**src/design/lpfp_pkg.sv**
```systemverilog
`timescale 1ns / 1ps
// ----------------------------------------------------------------------------
// Length-prefixed frame parser package
// Shared types, event codes and constants for the frame parser.
// ----------------------------------------------------------------------------
package lpfp_pkg;

  // Frame header and buffer sizing.
  localparam int unsigned LengthBytes = 4;
  localparam int unsigned HdrCntW     = $clog2(LengthBytes);
  localparam int unsigned CapW        = 25;
  localparam logic [CapW-1:0] CapReset = 25'd65536;

  // Header words that select the special request handlers (little-endian).
  localparam logic [31:0] PolicyHead = 32'h6C6F703C;  // "<pol"
  localparam logic [31:0] GetHead    = 32'h20544547;  // "GET "

  // Policy request string length and the index width that walks it.
  localparam int unsigned PolicyLen  = 22;
  localparam int unsigned PolicyIdxW = 5;

  // Characters of the HTTP header terminator.
  localparam logic [7:0] CharCr = 8'h0D;
  localparam logic [7:0] CharLf = 8'h0A;

  typedef logic [7:0]      byte_t;
  typedef logic [CapW-1:0] cap_t;

  // Result event codes.
  typedef enum logic [2:0] {
    EV_NONE     = 3'd0,
    EV_BYTE     = 3'd1,
    EV_EMPTY    = 3'd2,
    EV_POLICY   = 3'd3,
    EV_HTTP     = 3'd4,
    EV_PKTERR   = 3'd5,
    EV_OVERFLOW = 3'd6
  } event_kind_e;

  // Parser phase, one-hot.
  typedef enum logic [4:0] {
    PH_HEADER  = 5'b00001,
    PH_PAYLOAD = 5'b00010,
    PH_POLICY  = 5'b00100,
    PH_HTTP    = 5'b01000,
    PH_CLOSED  = 5'b10000
  } phase_e;

  // One result beat.
  typedef struct packed {
    event_kind_e event_kind;
    byte_t       payload_data;
    logic        last_of_packet;
  } result_t;

  // Character of "<policy-file-request/>" at a given position.
  function automatic byte_t policy_char(input logic [PolicyIdxW-1:0] idx);
    byte_t ch;
    unique case (idx)
      5'd0:    ch = "<";
      5'd1:    ch = "p";
      5'd2:    ch = "o";
      5'd3:    ch = "l";
      5'd4:    ch = "i";
      5'd5:    ch = "c";
      5'd6:    ch = "y";
      5'd7:    ch = "-";
      5'd8:    ch = "f";
      5'd9:    ch = "i";
      5'd10:   ch = "l";
      5'd11:   ch = "e";
      5'd12:   ch = "-";
      5'd13:   ch = "r";
      5'd14:   ch = "e";
      5'd15:   ch = "q";
      5'd16:   ch = "u";
      5'd17:   ch = "e";
      5'd18:   ch = "s";
      5'd19:   ch = "t";
      5'd20:   ch = "/";
      5'd21:   ch = ">";
      default: ch = 8'h00;
    endcase
    return ch;
  endfunction

endpackage

```
**src/design/lpfp_if.sv**
```systemverilog
`timescale 1ns / 1ps
// ----------------------------------------------------------------------------
// Frame parser channel interfaces
// Valid/ready channels for received bytes, result events and the
// buffer capacity register write.
// ----------------------------------------------------------------------------
interface lpfp_byte_if;
  logic             valid;
  logic             ready;
  lpfp_pkg::byte_t  rx_byte;

  modport source (output valid, output rx_byte, input ready);
  modport sink   (input valid, input rx_byte, output ready);
endinterface

interface lpfp_event_if;
  logic                    valid;
  logic                    ready;
  lpfp_pkg::event_kind_e   event_kind;
  lpfp_pkg::byte_t         payload_data;
  logic                    last_of_packet;

  modport source (output valid, output event_kind, output payload_data,
                  output last_of_packet, input ready);
  modport sink   (input valid, input event_kind, input payload_data,
                  input last_of_packet, output ready);
endinterface

interface lpfp_cfg_if;
  logic            valid;
  logic            ready;
  lpfp_pkg::cap_t  buffer_capacity;

  modport source (output valid, output buffer_capacity, input ready);
  modport sink   (input valid, input buffer_capacity, output ready);
endinterface

```
**src/design/lpfp_core.sv**
```systemverilog
`timescale 1ns / 1ps
// ----------------------------------------------------------------------------
// Frame parser core
// Holds the parse state and computes one result per accepted byte.
// ----------------------------------------------------------------------------
module lpfp_core (
  input  logic              clk_i,
  input  logic              rst_ni,
  input  logic              fire_i,
  input  lpfp_pkg::byte_t   rx_byte_i,
  input  lpfp_pkg::cap_t    cap_i,
  output lpfp_pkg::result_t result_o
);
  import lpfp_pkg::*;

  phase_e                phase_q, phase_d;
  logic [31:0]           hdr_q, hdr_d;
  logic [HdrCntW-1:0]    hcnt_q, hcnt_d;
  logic [PolicyIdxW-1:0] pidx_q, pidx_d;
  cap_t                  http_cnt_q, http_cnt_d;
  logic [1:0]            term_q, term_d;
  cap_t                  remain_q, remain_d;

  logic [31:0]  hdr_new;
  logic [32:0]  frame_total;
  cap_t         http_inc;
  logic         http_done;

  assign hdr_new     = {rx_byte_i, hdr_q[31:8]};
  assign frame_total = {1'b0, hdr_new} + 33'(LengthBytes);
  assign http_inc    = http_cnt_q + cap_t'(1);

  // Next-state and result logic for one byte.
  always_comb begin
    phase_d    = phase_q;
    hdr_d      = hdr_q;
    hcnt_d     = hcnt_q;
    pidx_d     = pidx_q;
    http_cnt_d = http_cnt_q;
    term_d     = term_q;
    remain_d   = remain_q;
    http_done  = 1'b0;
    result_o   = '{event_kind: EV_NONE, payload_data: 8'h00, last_of_packet: 1'b0};

    unique case (phase_q)
      PH_HEADER: begin
        hdr_d  = hdr_new;
        hcnt_d = hcnt_q + HdrCntW'(1);
        if (hcnt_q == HdrCntW'(LengthBytes - 1)) begin
          hcnt_d = '0;
          if (hdr_new == PolicyHead) begin
            pidx_d  = PolicyIdxW'(LengthBytes);
            phase_d = PH_POLICY;
          end else if (hdr_new == GetHead) begin
            http_cnt_d = cap_t'(LengthBytes);
            term_d     = 2'd0;
            phase_d    = PH_HTTP;
            if (cap_t'(LengthBytes) >= cap_i) begin
              phase_d             = PH_CLOSED;
              result_o.event_kind = EV_OVERFLOW;
            end
          end else if (frame_total > {8'h00, cap_i}) begin
            phase_d             = PH_CLOSED;
            result_o.event_kind = EV_PKTERR;
          end else if (hdr_new == 32'd0) begin
            result_o.event_kind = EV_EMPTY;
          end else begin
            remain_d = hdr_new[CapW-1:0];
            phase_d  = PH_PAYLOAD;
          end
        end
      end

      PH_PAYLOAD: begin
        result_o.event_kind   = EV_BYTE;
        result_o.payload_data = rx_byte_i;
        if (remain_q <= cap_t'(1)) begin
          remain_d                = '0;
          phase_d                 = PH_HEADER;
          result_o.last_of_packet = 1'b1;
        end else begin
          remain_d = remain_q - cap_t'(1);
        end
      end

      PH_POLICY: begin
        if (pidx_q >= PolicyIdxW'(PolicyLen) || rx_byte_i != policy_char(pidx_q)) begin
          phase_d             = PH_CLOSED;
          result_o.event_kind = EV_PKTERR;
        end else begin
          pidx_d = pidx_q + PolicyIdxW'(1);
          if (pidx_d == PolicyIdxW'(PolicyLen)) begin
            phase_d             = PH_CLOSED;
            result_o.event_kind = EV_POLICY;
          end
        end
      end

      PH_HTTP: begin
        http_cnt_d = http_inc;
        // Track progress through the CR LF CR LF terminator.
        if (rx_byte_i == CharCr) begin
          term_d = (term_q == 2'd2) ? 2'd3 : 2'd1;
        end else if (rx_byte_i == CharLf && term_q == 2'd1) begin
          term_d = 2'd2;
        end else if (rx_byte_i == CharLf && term_q == 2'd3) begin
          http_done = 1'b1;
          term_d    = 2'd0;
        end else begin
          term_d = 2'd0;
        end
        if (http_done) begin
          http_cnt_d          = '0;
          phase_d             = PH_HEADER;
          result_o.event_kind = EV_HTTP;
        end else if (http_inc >= cap_i) begin
          phase_d             = PH_CLOSED;
          result_o.event_kind = EV_OVERFLOW;
        end
      end

      // Closed, and any unused code, ignores the byte.
      default: begin
      end
    endcase
  end

  // State registers advance only on an accepted beat.
  always_ff @(posedge clk_i or negedge rst_ni) begin
    if (!rst_ni) begin
      phase_q    <= PH_HEADER;
      hdr_q      <= '0;
      hcnt_q     <= '0;
      pidx_q     <= '0;
      http_cnt_q <= '0;
      term_q     <= '0;
      remain_q   <= '0;
    end else if (fire_i) begin
      phase_q    <= phase_d;
      hdr_q      <= hdr_d;
      hcnt_q     <= hcnt_d;
      pidx_q     <= pidx_d;
      http_cnt_q <= http_cnt_d;
      term_q     <= term_d;
      remain_q   <= remain_d;
    end
  end

  // The phase register never holds more or less than one active bit.
  assert property (@(posedge clk_i) disable iff (!rst_ni) $onehot(phase_q))
    else $error("parser phase is not one-hot");

  // Once closed, the parser stays closed.
  assert property (@(posedge clk_i) disable iff (!rst_ni)
                   (fire_i && phase_q == PH_CLOSED) |=> phase_q == PH_CLOSED)
    else $error("parser left the closed phase");

  // A payload phase always has at least one byte left to pass.
  assert property (@(posedge clk_i) disable iff (!rst_ni)
                   phase_q == PH_PAYLOAD |-> remain_q != '0)
    else $error("payload phase with no bytes remaining");

  // End-of-packet marks only a payload byte.
  assert property (@(posedge clk_i) disable iff (!rst_ni)
                   result_o.last_of_packet |-> result_o.event_kind == EV_BYTE)
    else $error("last marker on a non-payload event");

endmodule

```
**src/design/lpfp_out_reg.sv**
```systemverilog
`timescale 1ns / 1ps
// ----------------------------------------------------------------------------
// Frame parser result register
// Holds one result beat and lets a new beat load when empty or when the held one
// is taken in the same cycle.
// ----------------------------------------------------------------------------
module lpfp_out_reg (
  input  logic              clk_i,
  input  logic              rst_ni,
  input  logic              load_i,
  input  lpfp_pkg::result_t result_i,
  output logic              can_load_o,
  lpfp_event_if.source      ev_o
);
  import lpfp_pkg::*;

  logic    valid_q;
  result_t data_q;

  // Space is free when empty or when the held beat leaves this cycle.
  assign can_load_o = !valid_q || ev_o.ready;

  always_ff @(posedge clk_i or negedge rst_ni) begin
    if (!rst_ni) begin
      valid_q <= 1'b0;
    end else if (load_i) begin
      valid_q <= 1'b1;
    end else if (ev_o.ready) begin
      valid_q <= 1'b0;
    end
  end

  // Payload register, no reset needed.
  always_ff @(posedge clk_i) begin
    if (load_i) begin
      data_q <= result_i;
    end
  end

  assign ev_o.valid          = valid_q;
  assign ev_o.event_kind     = data_q.event_kind;
  assign ev_o.payload_data   = data_q.payload_data;
  assign ev_o.last_of_packet = data_q.last_of_packet;

endmodule

```
**src/design/length_prefixed_frame_parser.sv**
```systemverilog
`timescale 1ns / 1ps
// ----------------------------------------------------------------------------
// Length-prefixed frame parser
// A result beat is registered and appears the cycle after its byte is accepted.
// One byte per cycle while results drain; every byte yields exactly one beat.
// Input ready follows the result register: free, or emptied in the same cycle.
// Reset: phase returns to header, counters clear, capacity returns to 65536.
// ----------------------------------------------------------------------------
module length_prefixed_frame_parser (
  input  logic          clk_i,
  input  logic          rst_ni,
  lpfp_byte_if.sink     rx_i,
  lpfp_cfg_if.sink      cfg_i,
  lpfp_event_if.source  ev_o
);
  import lpfp_pkg::*;

  cap_t    cap_q;
  logic    can_load;
  logic    fire;
  result_t result;

  // Capacity register; writes are always taken.
  assign cfg_i.ready = 1'b1;

  always_ff @(posedge clk_i or negedge rst_ni) begin
    if (!rst_ni) begin
      cap_q <= CapReset;
    end else if (cfg_i.valid) begin
      cap_q <= cfg_i.buffer_capacity;
    end
  end

  // A byte beat is accepted when the result register can take its result.
  assign rx_i.ready = can_load;
  assign fire       = rx_i.valid && can_load;

  lpfp_core u_core (
    .clk_i     (clk_i),
    .rst_ni    (rst_ni),
    .fire_i    (fire),
    .rx_byte_i (rx_i.rx_byte),
    .cap_i     (cap_q),
    .result_o  (result)
  );

  lpfp_out_reg u_out_reg (
    .clk_i      (clk_i),
    .rst_ni     (rst_ni),
    .load_i     (fire),
    .result_i   (result),
    .can_load_o (can_load),
    .ev_o       (ev_o)
  );

endmodule
```
**src/flat_wrapper.sv**
```systemverilog
// flat-port wrapper written by rule: the top's interface ports become plain ports
module length_prefixed_frame_parser_flat import lpfp_pkg::*;
  (clk_i, rst_ni, rx_i_valid, rx_i_rx_byte, rx_i_ready, cfg_i_valid, cfg_i_buffer_capacity, cfg_i_ready, ev_o_valid, ev_o_event_kind, ev_o_payload_data, ev_o_last_of_packet, ev_o_ready);
  lpfp_byte_if rx_i_i ();
  lpfp_cfg_if cfg_i_i ();
  lpfp_event_if ev_o_i ();
  input  logic clk_i;
  input  logic rst_ni;
  input wire logic [$bits(rx_i_i.valid)-1:0] rx_i_valid;
  input wire logic [$bits(rx_i_i.rx_byte)-1:0] rx_i_rx_byte;
  output wire logic [$bits(rx_i_i.ready)-1:0] rx_i_ready;
  input wire logic [$bits(cfg_i_i.valid)-1:0] cfg_i_valid;
  input wire logic [$bits(cfg_i_i.buffer_capacity)-1:0] cfg_i_buffer_capacity;
  output wire logic [$bits(cfg_i_i.ready)-1:0] cfg_i_ready;
  output wire logic [$bits(ev_o_i.valid)-1:0] ev_o_valid;
  output wire logic [$bits(ev_o_i.event_kind)-1:0] ev_o_event_kind;
  output wire logic [$bits(ev_o_i.payload_data)-1:0] ev_o_payload_data;
  output wire logic [$bits(ev_o_i.last_of_packet)-1:0] ev_o_last_of_packet;
  input wire logic [$bits(ev_o_i.ready)-1:0] ev_o_ready;
  assign rx_i_i.valid = rx_i_valid;
  assign rx_i_i.rx_byte = rx_i_rx_byte;
  assign rx_i_ready = rx_i_i.ready;
  assign cfg_i_i.valid = cfg_i_valid;
  assign cfg_i_i.buffer_capacity = cfg_i_buffer_capacity;
  assign cfg_i_ready = cfg_i_i.ready;
  assign ev_o_valid = ev_o_i.valid;
  assign ev_o_event_kind = ev_o_i.event_kind;
  assign ev_o_payload_data = ev_o_i.payload_data;
  assign ev_o_last_of_packet = ev_o_i.last_of_packet;
  assign ev_o_i.ready = ev_o_ready;
  length_prefixed_frame_parser u_core (.clk_i(clk_i), .rst_ni(rst_ni), .rx_i(rx_i_i), .cfg_i(cfg_i_i), .ev_o(ev_o_i));
endmodule
```
**config.mk**
```make
export PLATFORM = sky130hd
export DESIGN_NAME = length_prefixed_frame_parser_flat
export DESIGN_NICKNAME = d
export VERILOG_FILES = /design/src/design/lpfp_pkg.sv /design/src/design/lpfp_if.sv /design/src/design/lpfp_core.sv /design/src/design/lpfp_out_reg.sv /design/src/design/length_prefixed_frame_parser.sv /design/src/flat_wrapper.sv
export SDC_FILE = /design/constraint.sdc
export NUM_CORES = 1
export LEC_CHECK = 0
export BUFFER_PORTS_ARGS = -buffer_cell sky130_fd_sc_hd__buf_2
export CAP_MARGIN = 20
export CORE_MARGIN = 2
export CORE_UTILIZATION = 44
export DETAILED_ROUTE_END_ITERATION = 12
export GPL_ROUTABILITY_DRIVEN = 0
export HOLD_SLACK_MARGIN = 0.05
export PLACE_DENSITY = 0.61
export SLEW_MARGIN = 25
export SYNTH_ARGS = -nofsm -noshare
export SYNTH_HDL_FRONTEND = slang
export SYNTH_HIERARCHICAL = 1
export SYNTH_SLANG_ARGS = --single-unit
```
**constraint.sdc**
```tcl
create_clock -name clk_i -period 5 [get_ports clk_i]
set_input_delay 0.5 -clock clk_i [delete_from_list [all_inputs] [get_ports clk_i]]
set_output_delay 0.5 -clock clk_i [all_outputs]
set_load 0.005 [all_outputs]
```
==> key figures, run 1 <==
Detailed routing
  • Via count: 7478
  • DRT iter0 DRCs: 590
  • Per-cell routed wire length: 17.9 µm
  • Initial DRT Pass Iterations: 5
  • DRC: 0
  • Antenna viol nets, final: 0
  • Vias per inst: 5.82
  • Total wire length: 23000 µm

Yosys
  • Post-synthesis compound-gate area fraction: 15.8%
  • Post-Synthesis Cells: 984
  • Mapped Area: 0.00890 mm²
  • Post-synthesis mux area share: 8.26%
  • EDFF count, synth: 12
  • Largest family of logic cells by synthesized area: simple AND/OR/NAND/NOR gates
  • Post-synthesis cell type count: 75
  • Synth top area cells: dfrtp_1 31%, ha_1 8.9%, o21ai_0 4.9%
  • Avg Cell Area, Syn: 9.05 µm²
  • Synth area leader: dfrtp_1
  • Adder-Cell Fraction of Synth Area: 8.85%
  • Ys flop type: dfrtp_1
  • Mapped Nets: 1085
  • Sequential fraction of the synthesis area: 36.1%
  • Top-area cell type share of the netlist area: 31.5%
  • FF+latch count, synth: 126
  • Synth Area in Simple Gates: 21.1%
  • Ys Warns: 6
  • Xor and xnor fraction of the mapped netlist area: 4.82%
  • Fraction of registers with async set/reset: 90.5%

Floorplan
  • IO Pins: 53
  • # rows: 52
  • Initial core utilization: 44.4%
  • DIE WIDTH: 146 µm
  • Core area: 0.0200 mm²
  • Die H: 146 µm
  • Die ar.: 0.0214 mm²

Critical path
  • Critical path depth in cells: 15
  • R2R Setup Slk: 500 ps
  • Beginning of the critical path: u_core/u_core/hdr_q[10]
  • Critical Path End Type: register
  • Worst path cell trace: ha_1 > nand3_1 > nor4_2 > and2_1 > nand3_1 > xnor2_1 > ha_1 > nand4_1 > nor4_1 > o21ai_0 > a21oi_1 > o21ai_0 > a31o_1 > a211oi_4 > mux2_1
  • Family with the most delay on the worst path: simple AND/OR/NAND/NOR gates
  • CP required: 5300 ps
  • Setup crit end: u_core/u_core/phase_q[3]
  • Critical-path top delay cell: nor4_2
  • Startpoint types: register
  • Reg2reg start: u_core/u_core/hdr_q[10]
  • Worst Path Max Fanout: 8
  • Buf+Inv Stages, Crit Path: 0
  • Reg2Reg Depth: 15
  • CP Class: reg -> reg
  • Arrival @ worst endpoint: 4800 ps
  • Worst R2R End: u_core/u_core/phase_q[3]
  • Crit-path max cell delay: 570 ps

STA
  • Worst-margin pin slew: 1010 ps
  • Fin. max-slew vios: 0
  • Fin. Hold Viols: 0
  • Final worst-path cycle share: 90.0%
  • Tmin final: 4500 ps
  • Slew headroom: 32.3%
  • Setup TNS: 0 ps
  • F_max: 222 MHz
  • # setup viols final: 0
  • Worst Skew: 7.23 ps
  • RSZ-0062 raised after global routing: false

Global route
  • Grt ovf: 0
  • Vias in the first global route: 7173
  • Global-route wire length before repair: 37500 µm
  • GRT Overall Usage: 22.0%
  • Initial antenna violation count: 0
  • Largest net degree at the start of global routing: 64

Clocking
  • H-tree depth: 4
  • Clock transition at path regs: 60 ps
  • Postcts setup bufs: 0
  • Clock Path Buffers: 2
  • Hold Buf Count CTS: 0
  • Clock Latency Late Sink: 420 ps
  • CTS-repair resized insts: 0
  • Total CTS buffers: 17
  • Clock sink count: 126
  • CTS tree: yes
  • Root Driver: clkbuf_16

Final layout
  • Syn-to-layout area delta: 10.4%
  • Fin nets: 1103
  • # diodes: 0
  • Post-route cell area: 0.00983 mm²
  • Layout cell share with drive strength beyond 1: 14.6%
  • Fillers: 1927
  • Post-layout util: 49.0%

Placement
  • DP Wirelength: 16500 µm
  • IO Port Bufs: 51
  • DP Area: 0.00928 mm²

Power and ir drop
  • VDD IR-drop max: 0.195 mV
  • P_leak: 0.00444 µW
  • Cell area power density: 249 mW/mm²

Run status
  • Status: complete, no violations

Hold path
  • Hold Crit Class: in -> async

Flow run
  • Number of max-cap violations: 0
## worst register-to-register path, delay by kind of cell, from the launching register on
| kind | cells | cell delay, ps |
|---|---|---|
| multiplexers | 1 | 350 |
| flip-flops | 1 | 440 |
| adder cells (fa/ha/maj) | 2 | 530 |
| XOR/XNOR | 1 | 170 |
| AND/OR/NAND/NOR | 6 | 1730 |
| AO/OA/AOI/OAI | 5 | 1150 |
## placed cells by master, fill, tap and decap left out, drive strengths merged, types with 27 or more instances in the layout
master    n
buf      59
nor3     27
ha       63
xnor2    33
nand3    52
inv      46
nor2     66
mux2     56
dfrtp   112
o21ai    92
a21oi    55
nand2    65
## layout make-up
cell class | instances | area [µm²] | share of cell area (%)
tap | 270 | 338 | 3.44
inverter | 46 | 173 | 1.76
multi-input combinational | 752 | 5240 | 53.3
clock buffer | 24 | 452 | 4.60
sequential | 126 | 3220 | 32.7
clock inverter | 7 | 90.1 | 0.917
timing repair buffer | 59 | 318 | 3.23
## report_power, final
group	switching, µW	total [µW]	internal, µW
clock	446	1170	728
sequential	21.8	1080	1060
combinational	111	191	80.7
## flip-flops by register name, indices dropped and copies added (netlist names)
signal                                count
u_core/u_core/hdr_q                      24
u_core/u_core/phase_q                     5
u_core/u_out_reg/ev_o.last_of_packet      1
u_core/u_core/pidx_q                      5
u_core/u_core/remain_q                   25
u_core/u_core/http_cnt_q                 25
u_core/u_core/hcnt_q                      2
u_core/u_out_reg/ev_o.valid               1
u_core/u_out_reg/ev_o.payload_data        8
u_core/u_out_reg/ev_o.event_kind          3
u_core/cap_q                             25
u_core/u_core/term_q                      2
## cell usage after synthesis (12+ instances only)
library cell	n
dfrtp_1	112
o21ai_0	88
nor2_1	66
nand2_1	65
ha_1	63
a21oi_1	55
nand3_1	52
clkbuf_1	49
inv_1	46
xnor2_1	33
mux2_2	32
nor3_1	26
nand4_1	25
nor4_1	22
mux2_4	20
xor2_1	16
and2_1	15
nand2b_1	14
edfxtp_1	12
## kinds of logic (layout without fill, tap and decap cells)
logic type                 Yosys count  count (layout)
AOI/OAI and AO/OA                  230             230
xor gates and xnor gates            49              49
adders and majority gates           63              63
buffers and inverters              106             136
DFF                                126             126
muxes                               59              59
other                                1               1
and+or+nand+nor                    350             350
## worst min path at each step
stage,endpoint,cells after the start,start,slack (ps)
floorplan,u_core/cap_q[0],0,rst_ni,200
global placement,u_core/u_core/term_q[1],1,u_core/u_core/term_q[1],480
detailed placement,u_core/u_core/term_q[1],1,u_core/u_core/term_q[1],480
CTS,u_core/u_core/remain_q[7],1,rst_ni,220
global route,u_core/u_core/remain_q[13],1,rst_ni,260
finish,u_core/u_core/remain_q[13],1,rst_ni,180
## per-stage QoR
stage	power (µW)	hold slack, ps	setup slack [ps]	std cells
after floorplan	1210	204	1000	984
after global placement	1290	476	673	1253
after detailed placement	1290	477	563	1253
after CTS	2480	221	549	1284
after global routing	2550	258	66.1	1284
final	2450	180	498	1284
## per-layer routing
metal  routed length [µm]  share of wire, %  track usage (%)
met1                10800                47             29.5
met2                10600                46             35.9
met3                 1050               4.5             3.97
met4                  535               2.3             7.28
met5                    0                 0                0
Note: power is estimated with default switching activity, not from simulation.
==> run 2: changes to the inputs <==
--- a/config.mk
+++ b/config.mk
@@ -16,5 +16,4 @@
 export SLEW_MARGIN = 25
 export SYNTH_ARGS = -nofsm -noshare
 export SYNTH_HDL_FRONTEND = slang
-export SYNTH_HIERARCHICAL = 1
 export SYNTH_SLANG_ARGS = --single-unit
==> key figures, run 2 <==
Run status
  • Status: complete, no violations

Global route
  • GRT Overall Usage: 24.1%
  • Global-route wire length before repair: 40800 µm
  • Initial antenna violation count: 0
  • Largest net degree at the start of global routing: 62
  • Grt ovf: 0
  • Vias in the first global route: 7606

Yosys
  • Post-synthesis compound-gate area fraction: 18.7%
  • Top-count cell post-synth: dfrtp_1
  • Sequential fraction of the synthesis area: 36.3%
  • Synth top area cells: dfrtp_1 32%, ha_1 8.9%, o21ai_0 4.7%
  • Fraction of registers with async set/reset: 90.5%
  • Xor and xnor fraction of the mapped netlist area: 4.65%
  • Post-Synthesis Cells: 1022
  • Synth area leader: dfrtp_1
  • EDFF count, synth: 12
  • Mapped Area: 0.00885 mm²
  • Commonest cells post-synth: 112 x dfrtp_1, 96 x nand2_1, 83 x o21ai_0
  • Largest family of logic cells by synthesized area: simple AND/OR/NAND/NOR gates
  • Mapped Nets: 1123
  • Post-synthesis mux area share: 4.13%
  • Avg Cell Area, Syn: 8.66 µm²
  • Synth Area in Simple Gates: 21.8%
  • Ys flop type: dfrtp_1
  • Adder-Cell Fraction of Synth Area: 8.90%
  • Top-area cell type share of the netlist area: 31.7%
  • Post-synthesis cell type count: 73
  • Ys Warns: 0
  • FF+latch count, synth: 126

Placement
  • IO Port Bufs: 51
  • DP Wirelength: 17800 µm
  • DP Worst Slack: 849 ps
  • DP Area: 0.00935 mm²

STA
  • Worst-margin pin slew: 860 ps
  • Slew headroom: 42.6%
  • Fin. max-slew vios: 0
  • F_max: 238 MHz
  • Setup TNS: 0 ps
  • Final worst-path cycle share: 84.0%
  • # setup viols final: 0
  • Tmin final: 4200 ps
  • Fin. Hold Viols: 0
  • Worst Skew: 8.66 ps
  • Final worst slack: 801 ps
  • RSZ-0062 raised after global routing: false

Power and ir drop
  • Cell Int Power: 2630 µW
  • Tot Pwr: 4210 µW
  • Sequential power share: 37.3%
  • Clock share of power: 31.7%
  • VDD IR-drop max: 0.199 mV
  • Sw Ratio: 37.6%
  • Combinational fraction of design power: 31.0%
  • P_leak: 0.00442 µW
  • NetSw: 1580 µW
  • Cell area power density: 422 mW/mm²

Detailed routing
  • Total wire length: 25200 µm
  • Vias per inst: 5.92
  • Per-cell routed wire length: 18.9 µm
  • Antenna viol nets, final: 0
  • Via count: 7903
  • Initial DRT Pass Iterations: 5
  • DRT iter0 DRCs: 586
  • DRC: 0

Critical path
  • CP Class: reg -> reg
  • Critical Path End Type: register
  • Startpoint types: register
  • Worst Path Max Fanout: 7
  • Reg2Reg Depth: 13
  • CP required: 5310 ps
  • Arrival @ worst endpoint: 4510 ps

Flow run
  • Number of max-cap violations: 0

Floorplan
  • DIE WIDTH: 146 µm
  • IO Pins: 53
  • # rows: 51
  • Core area: 0.0196 mm²
  • Die ar.: 0.0213 mm²
  • Initial core utilization: 45.2%
  • Die H: 146 µm

Final layout
  • Largest regs: u_core.cap_q x25, u_core.u_core.http_cnt_q x25, u_core.u_core.remain_q x25
  • Commonest non-fill, non-tap cell in the layout: dfrtp_1
  • Post-route cell area: 0.00997 mm²
  • Fin nets: 1157
  • # diodes: 0
  • Most frequent cells in the layout: 112 x dfrtp_1, 95 x nand2_1, 83 x o21ai_0
  • Fillers: 1869
  • Syn-to-layout area delta: 12.6%
  • Layout cell share with drive strength beyond 1: 14.4%

Clocking
  • CTS tree: yes
  • Clock transition at path regs: 60 ps
  • Total CTS buffers: 17
  • Hold Buf Count CTS: 0
  • Clock Path Buffers: 2
  • Postcts setup bufs: 0
  • Root Driver: clkbuf_16
  • Clock Latency Late Sink: 430 ps
  • H-tree depth: 4
  • Clock sink count: 126
  • CTS-repair resized insts: 0

Hold path
  • Hold Crit Class: in -> async
run 2: critical path: stages (launching register included):
cell and delay [ps]:
dfrtp_1 460, ha_1 260, nand3_2 130, nor4_1 560, xor2_1 170, ha_1 340, nand4_1 110, nor3_1 350
nand4_1 180, o31a_1 140, a31oi_1 440, a41oi_1 240, o211ai_1 300, mux2_2 400
run 2: cell families (layout without fill, tap and decap cells):
group	count (synthesis)	in the layout
compound gates	259	259
xor+xnor	47	47
fa+ha+maj	63	63
buf+inv	116	163
flops	126	126
mux	33	33
other cells	1	1
simple gates	377	377
run 2: area by class of cell:
class	instances	area [µm²]	area share, %
Multi-Input combinational cell	780	5160	51.8
Clock inverter	15	195	1.96
Sequential cell	126	3220	32.2
Clock buffer	17	425	4.27
Tap cell	265	332	3.33
Inverter	61	229	2.30
Timing Repair Buffer	70	412	4.13
run 2: layer usage:
layer  up-vias  track usage (%)  wire [µm]
li1       3789                -          -
met1      3813             33.5      11900
met2       257             37.6      11300
met3        44             4.89       1460
met4         0             7.99        510
met5         -                0          0
run 2: worst paths after layout:
| kind | start | slack [ps] | to |
|---|---|---|---|
| min | rst_ni | 110 | u_core.u_core.http_cnt_q[10] |
| min reg2reg | u_core.u_core.http_cnt_q[24] | 490 | u_core.u_core.http_cnt_q[24] |
| max in group asynchronous | rst_ni | 3600 | u_core.u_core.remain_q[2] |
| max reg2reg | u_core.u_core.hdr_q[10] | 800 | u_core.u_core.phase_q[2] |
| min in group clk_i | rx_i_valid | 280 | u_core.u_out_reg.ev_o.valid |
| max | u_core.u_core.hdr_q[10] | 800 | u_core.u_core.phase_q[2] |
run 2: metrics by stage:
| step | instances | hold WS, ps | util (%) |
|---|---|---|---|
| 2_1_floorplan | 1022 | 204 | - |
| 3_3_place_gp | 1300 | 476 | 47.5 |
| 3_5_place_dp | 1302 | 480 | 47.7 |
| 4_1_cts | 1334 | 138 | 50.9 |
| 5_1_grt | 1334 | 161 | 50.9 |
| 6_report | 1334 | 111 | 50.9 |
run 2: power by group through the flow:
stage | combinational (µW) | sequential [µW] | clock (µW)
floorplan | 975 | 1430 | 0
global placement | 1260 | 1570 | 0
detailed placement | 1280 | 1570 | 0
CTS | 1290 | 1560 | 1350
global route | 1460 | 1610 | 1400
finish | 1300 | 1570 | 1340
==> run 3: changes to the inputs <==
--- a/config.mk
+++ b/config.mk
@@ -12,7 +12,7 @@
 export DETAILED_ROUTE_END_ITERATION = 12
 export GPL_ROUTABILITY_DRIVEN = 0
 export HOLD_SLACK_MARGIN = 0.05
-export PLACE_DENSITY = 0.61
+export PLACE_DENSITY = 0.63
 export SLEW_MARGIN = 25
 export SYNTH_ARGS = -nofsm -noshare
 export SYNTH_HDL_FRONTEND = slang
==> constraint.sdc (replaced) <==
create_clock -name clk_i -period 3.75 [get_ports clk_i]
set_input_delay 0.375 -clock clk_i [delete_from_list [all_inputs] [get_ports clk_i]]
set_output_delay 0.375 -clock clk_i [all_outputs]
set_load 0.005 [all_outputs]
==> key figures, run 3 (synthesized netlist as in run 2, its figures left out) <==
Floorplan
  • Die H: 146 µm
  • Initial core utilization: 45.2%
  • IO Pins: 53
  • # rows: 51
  • DIE WIDTH: 146 µm
  • Die ar.: 0.0213 mm²
  • Core area: 0.0196 mm²

Critical path
  • Crit-path max cell delay: 430 ps
  • Startpoint types: register
  • CP required: 4070 ps
  • Worst Path Max Fanout: 5
  • R2R Setup Slk: 30 ps
  • Reg2reg start: u_core.u_core.hdr_q[11]
  • Critical-path top delay cell: dfrtp_2
  • Beginning of the critical path: u_core.u_core.hdr_q[11]
  • Worst R2R End: u_core.u_core.phase_q[2]
  • Reg2Reg Depth: 15
  • Setup crit end: u_core.u_core.phase_q[2]
  • Critical Path End Type: register
  • CP dominant cell by count: nand4_1
  • CP Class: reg -> reg
  • Arrival @ worst endpoint: 4040 ps
  • Worst path cell trace: nand4_1 > nor4_2 > and2_4 > nand4_1 > xnor2_1 > ha_1 > nand4_1 > nor2_2 > nand4_1 > o31a_1 > a31oi_2 > a41oi_2 > o211ai_1 > buf_4 > mux2_4

Final layout
  • # diodes: 0
  • Post-route cell area: 0.0105 mm²
  • Commonest non-fill, non-tap cell in the layout: dfrtp_1
  • Area of the multi-input gates: 0.00530 mm²
  • Sequential cell area: 0.00322 mm²
  • Layout cell share with drive strength beyond 1: 20.2%
  • Largest regs: u_core.cap_q x25, u_core.u_core.http_cnt_q x25, u_core.u_core.remain_q x25
  • Most frequent cells in the layout: 109 x dfrtp_1, 96 x nand2_1, 78 x o21ai_0
  • Syn-to-layout area delta: 18.2%
  • Post-layout util: 53.4%
  • Fillers: 1823
  • Fin nets: 1203

Clocking
  • Clock Path Buffers: 2
  • CTS tree: yes
  • Clock sink count: 126
  • Total CTS buffers: 17
  • Root Driver: clkbuf_16
  • Clock transition at path regs: 60 ps
  • H-tree depth: 4
  • Clock Latency Late Sink: 440 ps

STA
  • F_max: 269 MHz
  • Slew headroom: 48.4%
  • Final worst-path cycle share: 99.2%
  • Fin. Hold Viols: 0
  • Worst-margin pin slew: 764 ps
  • RSZ-0062 raised after global routing: true
  • Fin. max-slew vios: 0
  • Tmin final: 3720 ps
  • # setup viols final: 0
  • Worst Skew: 8.77 ps

Power and ir drop
  • NetSw: 2190 µW
  • Cell Int Power: 3440 µW
  • VDD IR-drop max: 0.311 mV
  • P_leak: 0.00468 µW
  • Sequential power share: 35.5%
  • Combinational fraction of design power: 36.5%
  • Cell area power density: 538 mW/mm²
  • Clock share of power: 28.1%
  • Sw Ratio: 38.9%

Detailed routing
  • DRT iter0 DRCs: 607
  • Via count: 8157
  • Per-cell routed wire length: 18.9 µm
  • Vias per inst: 5.91
  • Antenna viol nets, final: 0
  • Initial DRT Pass Iterations: 6
  • Total wire length: 26000 µm
  • DRC: 0

Run status
  • Status: complete, no violations

Placement
  • DP Area: 0.00961 mm²
  • DP Wirelength: 18200 µm
  • IO Port Bufs: 51

Flow run
  • Number of max-cap violations: 0

Global route
  • Vias in the first global route: 7691
  • Grt ovf: 0
  • GRT Overall Usage: 24.2%
  • Global-route wire length before repair: 40900 µm
  • Initial antenna violation count: 0
  • Largest net degree at the start of global routing: 61

Hold path
  • Hold Crit Class: in -> reg
==> run 3: through the flow <==
step	hold slack (ps)	instances	power [µW]	TNS [ps]	setup slack (ps)
after detailed placement	473	1335	3930	-635	-165
after CTS	143	1368	5520	0	48.5
after global placement	471	1335	3880	0	72.8
final	144	1380	5630	0	29.0
after floorplan	79.4	1022	3200	0	216
after global routing	161	1380	5930	-2540	-136
==> run 3: power by group through the flow <==
stage | registers, µW | clock network (µW) | logic, µW
global placement | 1990 | 0 | 1890
detailed placement | 1990 | 0 | 1930
global route | 2030 | 1660 | 2250
finish | 2000 | 1580 | 2050
floorplan | 1900 | 0 | 1300
CTS | 1980 | 1590 | 1950
==> run 3: cell type report <==
cell class | count | area share (%)
flip-flops and latches | 126 | 30.8
inverters | 61 | 2.19
clock inverters | 15 | 1.20
multi-input cells | 780 | 50.6
clock buffers | 17 | 4.07
well taps | 265 | 3.17
repair buffers | 116 | 7.96
==> run 3: repair_timing <==
item                       in CTS  in global routing
hold buffers                    1                  0
gates resized for setup         6                 35
pin swaps                       3                 17
buffers inserted                0                  9
hold endpoints to repair       53                  0
setup endpoints to repair       9                 32
gates cloned                    0                  3
==> run 3: how the worst min path moves through the flow <==
stage / from / end / slack, ps / depth (start not counted)
3_5_place_dp: rst_ni / u_core.u_core.http_cnt_q[6] / 470 / 1
3_3_place_gp: rst_ni / u_core.u_core.http_cnt_q[6] / 470 / 1
4_1_cts: rx_i_valid / u_core.u_out_reg.ev_o.valid / 140 / 2
6_report: cfg_i_buffer_capacity[8] / u_core.cap_q[8] / 140 / 3
5_1_grt: cfg_i_buffer_capacity[23] / u_core.cap_q[23] / 160 / 3
2_1_floorplan: rst_ni / u_core.cap_q[0] / 80 / 0
==> run 3: layer usage <==
layer | vias to the layer above | global-route usage (%) | wire length (µm) | share of wire [%]
met5 | - | 0 | 0 | 0
met4 | 0 | 7.06 | 557 | 2.1
met3 | 48 | 5.27 | 1570 | 6.0
met2 | 312 | 38.6 | 12100 | 46
met1 | 3910 | 33.0 | 11800 | 45
li1 | 3887 | - | - | -
==> run 3: critical path: cells and delay by family (launching register included) <==
family          cells  cell delay, ps
flops               1             430
simple gates        7            1420
mux                 1             300
fa+ha+maj           1             330
buf+inv             1             200
compound gates      4             750
xor+xnor            1             170
